==> config.mk <==
export PLATFORM = sky130hd
export DESIGN_NAME = url_media_extension_matcher_unit
export DESIGN_NICKNAME = d
export VERILOG_FILES = /design/src/hdl/umem_pkg.sv /design/src/hdl/umem_tail_tracker.sv /design/src/hdl/umem_ext_match.sv /design/src/hdl/url_media_extension_matcher_unit.sv
export SDC_FILE = /design/constraint.sdc
export NUM_CORES = 1
export LEC_CHECK = 0
export BUFFER_PORTS_ARGS = -buffer_cell sky130_fd_sc_hd__clkbuf_2
export CAP_MARGIN = 20
export CELL_PAD_IN_SITES_DETAIL_PLACEMENT = 1
export CELL_PAD_IN_SITES_GLOBAL_PLACEMENT = 1
export CORE_MARGIN = 2
export CORE_UTILIZATION = 30
export CTS_BUF_LIST = sky130_fd_sc_hd__clkbuf_8
export DETAILED_ROUTE_END_ITERATION = 10
export GPL_ROUTABILITY_DRIVEN = 0
export GPL_TIMING_DRIVEN = 0
export HOLD_SLACK_MARGIN = 0.02
export PLACE_DENSITY_LB_ADDON = 0.08
export SETUP_SLACK_MARGIN = 0.05
export SYNTH_ARGS = -nofsm -noshare
export SYNTH_HDL_FRONTEND = slang
export SYNTH_SLANG_ARGS = --single-unit
==> constraint.sdc <==
create_clock -name aclk -period 2.43 [get_ports aclk]
set_clock_uncertainty 0.15 [all_clocks]
set_input_delay 0.486 -clock aclk [delete_from_list [all_inputs] [get_ports aclk]]
set_output_delay 0.486 -clock aclk [all_outputs]
set_load 0.1 [all_outputs]
==> src/hdl/umem_pkg.sv <==
package umem_pkg;

    // Number of bytes kept from the tail of the current path segment.
    localparam int unsigned WINDOW_BYTES = 5;
    localparam int unsigned WINDOW_W     = 8 * WINDOW_BYTES;
    localparam int unsigned LEN_W        = 3;
    localparam logic [LEN_W-1:0] LEN_MAX = 3'd7;
    localparam int unsigned NUM_EXT      = 20;

    // Byte codes that steer the path parser.
    localparam logic [7:0] CH_NUL   = 8'h00;
    localparam logic [7:0] CH_HASH  = 8'h23;
    localparam logic [7:0] CH_SLASH = 8'h2F;
    localparam logic [7:0] CH_QUERY = 8'h3F;
    localparam logic [7:0] CH_UPPER_A = 8'h41;
    localparam logic [7:0] CH_UPPER_Z = 8'h5A;
    localparam logic [7:0] CASE_OFFSET = 8'h20;

    // Tracker state handed to the extension matcher.
    typedef struct packed {
        logic [WINDOW_W-1:0] window;
        logic [LEN_W-1:0]    seg_len;
    } tail_state_t;

    // One extension: lowercase bytes with the dot, newest byte lowest.
    typedef struct packed {
        logic [WINDOW_W-1:0] pattern;
        logic [LEN_W-1:0]    size;
    } ext_entry_t;

    localparam ext_entry_t EXT_TABLE [NUM_EXT] = '{
        '{40'h002E617669, 3'd4},  // .avi
        '{40'h002E6D7034, 3'd4},  // .mp4
        '{40'h002E6D6B76, 3'd4},  // .mkv
        '{40'h2E7765626D, 3'd5},  // .webm
        '{40'h002E6D6F76, 3'd4},  // .mov
        '{40'h002E6E6476, 3'd4},  // .ndv
        '{40'h002E336770, 3'd4},  // .3gp
        '{40'h002E6F6776, 3'd4},  // .ogv
        '{40'h002E6D7033, 3'd4},  // .mp3
        '{40'h002E776176, 3'd4},  // .wav
        '{40'h002E6D3461, 3'd4},  // .m4a
        '{40'h002E6F6767, 3'd4},  // .ogg
        '{40'h2E666C6163, 3'd5},  // .flac
        '{40'h002E616163, 3'd4},  // .aac
        '{40'h002E616D72, 3'd4},  // .amr
        '{40'h002E6A7067, 3'd4},  // .jpg
        '{40'h2E6A706567, 3'd5},  // .jpeg
        '{40'h002E706E67, 3'd4},  // .png
        '{40'h002E676966, 3'd4},  // .gif
        '{40'h002E626D70, 3'd4}   // .bmp
    };

    // ASCII lowercase: only 'A' through 'Z' change.
    function automatic logic [7:0] fold_case(input logic [7:0] b);
        logic [7:0] r;
        r = b;
        if (b >= CH_UPPER_A && b <= CH_UPPER_Z) begin
            r = b + CASE_OFFSET;
        end
        return r;
    endfunction

endpackage

==> src/hdl/umem_tail_tracker.sv <==
module umem_tail_tracker (
    input  logic                  aclk,
    input  logic                  aresetn,
    input  logic                  step,      // one item is applied this cycle
    input  logic [7:0]            ch,
    input  logic                  end_mark,
    output umem_pkg::tail_state_t state
);

    umem_pkg::tail_state_t state_reg, state_next;
    logic path_ended_reg, path_ended_next;

    // Per-byte update of the segment tail, the length and the path end flag.
    always_comb begin
        state_next      = state_reg;
        path_ended_next = path_ended_reg;
        if (step) begin
            if (end_mark) begin
                state_next      = '0;
                path_ended_next = 1'b0;
            end else if (!path_ended_reg) begin
                if (ch == umem_pkg::CH_QUERY || ch == umem_pkg::CH_HASH ||
                    ch == umem_pkg::CH_NUL) begin
                    path_ended_next = 1'b1;
                end else if (ch == umem_pkg::CH_SLASH) begin
                    state_next = '0;
                end else begin
                    state_next.window = {state_reg.window[umem_pkg::WINDOW_W-9:0],
                                         umem_pkg::fold_case(ch)};
                    if (state_reg.seg_len != umem_pkg::LEN_MAX) begin
                        state_next.seg_len = state_reg.seg_len + 3'd1;
                    end
                end
            end
        end
    end

    always_ff @(posedge aclk) begin
        if (!aresetn) begin
            state_reg      <= '0;
            path_ended_reg <= 1'b0;
        end else begin
            state_reg      <= state_next;
            path_ended_reg <= path_ended_next;
        end
    end

    assign state = state_reg;

endmodule

==> src/hdl/umem_ext_match.sv <==
module umem_ext_match (
    input  umem_pkg::tail_state_t state,
    output logic                  hit
);

    // Compare the tail against every extension in parallel.
    always_comb begin
        hit = 1'b0;
        for (int k = 0; k < umem_pkg::NUM_EXT; k++) begin
            if (state.seg_len >= umem_pkg::EXT_TABLE[k].size) begin
                if (umem_pkg::EXT_TABLE[k].size == 3'd5) begin
                    if (state.window == umem_pkg::EXT_TABLE[k].pattern) begin
                        hit = 1'b1;
                    end
                end else begin
                    if (state.window[31:0] == umem_pkg::EXT_TABLE[k].pattern[31:0]) begin
                        hit = 1'b1;
                    end
                end
            end
        end
    end

endmodule

==> src/hdl/url_media_extension_matcher_unit.sv <==
// Takes a URL one byte per transfer on the slave channel and closes it with a
// transfer that has s_axis_tlast set (its data byte is ignored). Bytes after the
// first '?', '#' or zero byte are ignored, and each '/' starts a new segment.
// For each closing transfer one result transfer follows, whose bit 0 says
// whether the last segment ends in one of twenty media extensions, case
// ignored. A byte transfer is taken every cycle unless the input stalls. A
// result passes the input register and the one-entry result register. Only a
// closing transfer can stall it, and only while the previous result is unclaimed.
module url_media_extension_matcher_unit (
    input  logic       aclk,
    input  logic       aresetn,
    input  logic       s_axis_tvalid,
    output logic       s_axis_tready,
    input  logic [7:0] s_axis_tdata,   // [7:0] ch
    input  logic       s_axis_tlast,   // end_mark
    output logic       m_axis_tvalid,
    input  logic       m_axis_tready,
    output logic [7:0] m_axis_tdata    // [0] playable, [7:1] zero
);

    logic       in_valid_reg;
    logic [7:0] in_ch_reg;
    logic       in_end_reg;
    logic       advance;
    logic       out_valid_reg;
    logic       playable_reg;
    logic       hit;
    umem_pkg::tail_state_t tail_state;

    // The registered item moves on unless it is a closing item facing a full
    // result register.
    assign advance       = !(in_valid_reg && in_end_reg && out_valid_reg && !m_axis_tready);
    assign s_axis_tready = !in_valid_reg || advance;

    // Input register.
    always_ff @(posedge aclk) begin
        if (!aresetn) begin
            in_valid_reg <= 1'b0;
        end else if (s_axis_tready) begin
            in_valid_reg <= s_axis_tvalid;
        end
    end

    always_ff @(posedge aclk) begin
        if (s_axis_tvalid && s_axis_tready) begin
            in_ch_reg  <= s_axis_tdata;
            in_end_reg <= s_axis_tlast;
        end
    end

    umem_tail_tracker u_tracker (
        .aclk     (aclk),
        .aresetn  (aresetn),
        .step     (in_valid_reg && advance),
        .ch       (in_ch_reg),
        .end_mark (in_end_reg),
        .state    (tail_state)
    );

    umem_ext_match u_match (
        .state (tail_state),
        .hit   (hit)
    );

    // Result register.
    always_ff @(posedge aclk) begin
        if (!aresetn) begin
            out_valid_reg <= 1'b0;
        end else if (in_valid_reg && in_end_reg && advance) begin
            out_valid_reg <= 1'b1;
        end else if (m_axis_tready) begin
            out_valid_reg <= 1'b0;
        end
    end

    always_ff @(posedge aclk) begin
        if (in_valid_reg && in_end_reg && advance) begin
            playable_reg <= hit;
        end
    end

    assign m_axis_tvalid = out_valid_reg;
    assign m_axis_tdata  = {7'd0, playable_reg};

    // A new result appears only after a closing item has been processed.
    a_result_from_end : assert property (@(posedge aclk) disable iff (!aresetn)
        $rose(out_valid_reg) |-> $past(in_valid_reg && in_end_reg && advance))
        else $error("result raised without a closing item");

    // The segment state is cleared right after a closing item.
    a_clear_after_end : assert property (@(posedge aclk) disable iff (!aresetn)
        (in_valid_reg && in_end_reg && advance) |=> (tail_state == '0))
        else $error("tail state not cleared after closing item");

    // The input stalls only for a closing item blocked by a pending result.
    a_stall_cause : assert property (@(posedge aclk) disable iff (!aresetn)
        !s_axis_tready |-> (in_valid_reg && in_end_reg && out_valid_reg))
        else $error("input stalled without cause");

endmodule
==> summary.json <==
{
  "asyncSetResetFlopFracSynth": 0,
  "post-route-worst-setup-slack_ns": 0.140,
  "static_power_due_to_leakage_nw": 1.17,
  "clock_insertion_delay_worst_skew_ns": 0.31,
  "placeableCoreArea_um2": 8720,
  "cp_common_cell": "sky130_fd_sc_hd__or4_4",
  "die_area_um2": 9730,
  "flip_flop_count_of_the_largest_register_after_layout": 43,
  "drv.max_cap_violation_count": 0,
  "grt_pass1_vias": 2302,
  "postSynthRegisterBits": 56,
  "cp_cell_sequence": "nand3b_4, or4_4, or4_4, o211ai_2, o31a_1",
  "grt_util_all_layers": 0.158,
  "fraction_of_the_core_area_covered_by_cells_at_the_end_of_the_flow": 0.357,
  "finalWorstPathRequiredPeriod_ns": 2.29,
  "timing_worst_slew_pin_value_ns": 0.882,
  "slew-limit-headroom": 0.409,
  "dp.cells": 405,
  "std_cell_rows": 34,
  "irDropWorstVdd_uv": 309,
  "critPathMaxStageDelay_ns": 0.56,
  "root_buffer": "sky130_fd_sc_hd__clkbuf_8",
  "grt_setup_unrepaired": "false",
  "tritoncts.num_buffers": 5,
  "drt.antenna.violating_nets": 0,
  "viasPerCell": 5.44,
  "firstDrtPassIters": 4,
  "portBuffers": 14,
  "yosysWarnings": 0,
  "h-tree-depth": 2,
  "global_route_wire_length_before_repair_um": 12200,
  "slew_viol_final": 0,
  "postPlaceCellArea_um2": 2930,
  "total_setup_violations_reported_at_the_end_of_the_flow": 0,
  "worst-endpoint-arrival_ns": 2.30,
  "tritoncts_num_sinks": 56,
  "finalNonFillerCells": 418,
  "period_share": 0.942,
  "timing.hold.worst.class": "in -> reg",
  "ctsHoldBuffers": 0,
  "grt_overflow": 0,
  "post_synth.cell_area_avg_um2": 9.70,
  "antennaDiodeCount": 0,
  "post_place_setup_slack_ns": -0.0107,
  "detailedPlacementHpwl_um": 5540,
  "report.power.total_mw": 1.77,
  "synth.cell_area_um2": 2690,
  "ctsLongestPathBuffers": 2,
  "detail_route.iter0.violations": 97,
  "finalInstanceArea_um2": 3120,
  "post_route_cells_drive_above_1_share": 0.200,
  "final_common_cell": "sky130_fd_sc_hd__dfxtp_1",
  "drc": 0,
  "die-height_um": 98.7,
  "yosysSeqAreaShare": 0.454,
  "most-common-layout-cells": "43 x sky130_fd_sc_hd__dfxtp_1, 35 x sky130_fd_sc_hd__a22o_1, 21 x sky130_fd_sc_hd__nand2_1",
  "worst-endpoint-required_ns": 2.44,
  "areaGrowthSynthToFinish_pct": 16.0,
  "largest_net_degree_at_the_start_of_global_routing": 18,
  "fp.dieW_um": 98.7,
  "category_of_the_most_critical_setup_path": "reg -> reg",
  "nNetsFinal": 327,
  "critical_path_peak_fanout": 5,
  "maxClockFrequency_mhz": 437,
  "clk_pin_slew_worst_paths_ns": 0.10,
  "run_status": "complete, no violations",
  "vias": 2274,
  "prevailing_post_synth_register_cell": "sky130_fd_sc_hd__dfxtp_1",
  "final.setup.tns_ns": 0,
  "netlist-cell-type-count": 52,
  "avgRoutedWirePerCell_um": 17.6,
  "start_util": 0.308,
  "synth_edf_count": 10,
  "cell_count_after_synthesis": 277,
  "worst_hold_slack_ns": 0.195,
  "startpoint_type": "flop",
  "power_density_nw_per_um2": 568,
  "crit_slowest_cell": "sky130_fd_sc_hd__or4_4",
  "critical_path.endpoint_type": "flop",
  "timing_hold_violations_final": 0,
  "top_level_ports": 23,
  "finalWirelength_um": 7340,
  "cts_tree": "done",
  "initial_antenna_violation_count": 0
}
where the power goes:
group / switching, mW / internal [mW] / total, mW
Clock: 0.316 / 0.306 / 0.622
Sequential: 0.0227 / 0.962 / 0.985
Combinational: 0.117 / 0.0479 / 0.165
Total: 0.456 / 1.32 / 1.77
critical path, delay by kind of cell, from the launching register on:
family / cells / cell delay, ns
AND/OR/NAND/NOR: 3 / 1.21
flip-flops: 1 / 0.45
AO/OA/AOI/OAI: 2 / 0.34
repair_timing:
action | 4_1_cts | 5_1_grt
pin swaps | 2 | 2
setup buffers | 0 | 8
gates resized for setup | 2 | 9
endpoints found under the setup margin | 34 | 34
final timing paths:
check,depth (start not counted),slack (ns),endpoint,startpoint
min reg2reg,2,0.34,u_tracker.state[10],u_tracker.state[10]
min,1,0.20,in_ch_reg[4],s_axis_tdata[4]
max reg2reg,5,0.14,playable_reg,u_tracker.state[9]
max,5,0.14,playable_reg,u_tracker.state[9]
cell usage after synthesis (all sizes together) (6+ instances only):
cell / count / area [um2]
a21oi: 10 / 53.8
a22o: 35 / 307
buf: 14 / 90.1
clkbuf: 10 / 37.5
dfxtp: 46 / 921
edfxtp: 10 / 300
nand2: 22 / 82.6
nand3: 9 / 45.0
nor2: 14 / 52.6
nor2b: 7 / 43.8
nor3: 8 / 40.0
nor3b: 6 / 45.0
nor4: 12 / 90.1
o21ai: 7 / 35.0
layer usage:
layer	vias to the layer above	GRT usage	routed length (um)
li1	1113	-	-
met1	1097	0.208	3390
met2	52	0.267	3580
met3	12	0.0241	239
met4	0	0.0474	125
met5	-	0	0
kinds of logic after synthesis:
logic type,share of synthesized area
fa+ha+maj,0.0233
other cells,0.00140
simple gates,0.261
buf+inv,0.0545
flops,0.454
compound gates,0.205
layout make-up:
type | count | area, um2
fillers | 1017 | 5600
multi-input cells | 198 | 1370
flip-flops and latches | 56 | 1230
well taps | 108 | 135
repair buffers | 22 | 130
plain buffers | 21 | 123
clock buffers | 5 | 68.8
clock inverters | 3 | 42.5
inverters | 5 | 18.8
Note: power is estimated with default switching activity, not from simulation.
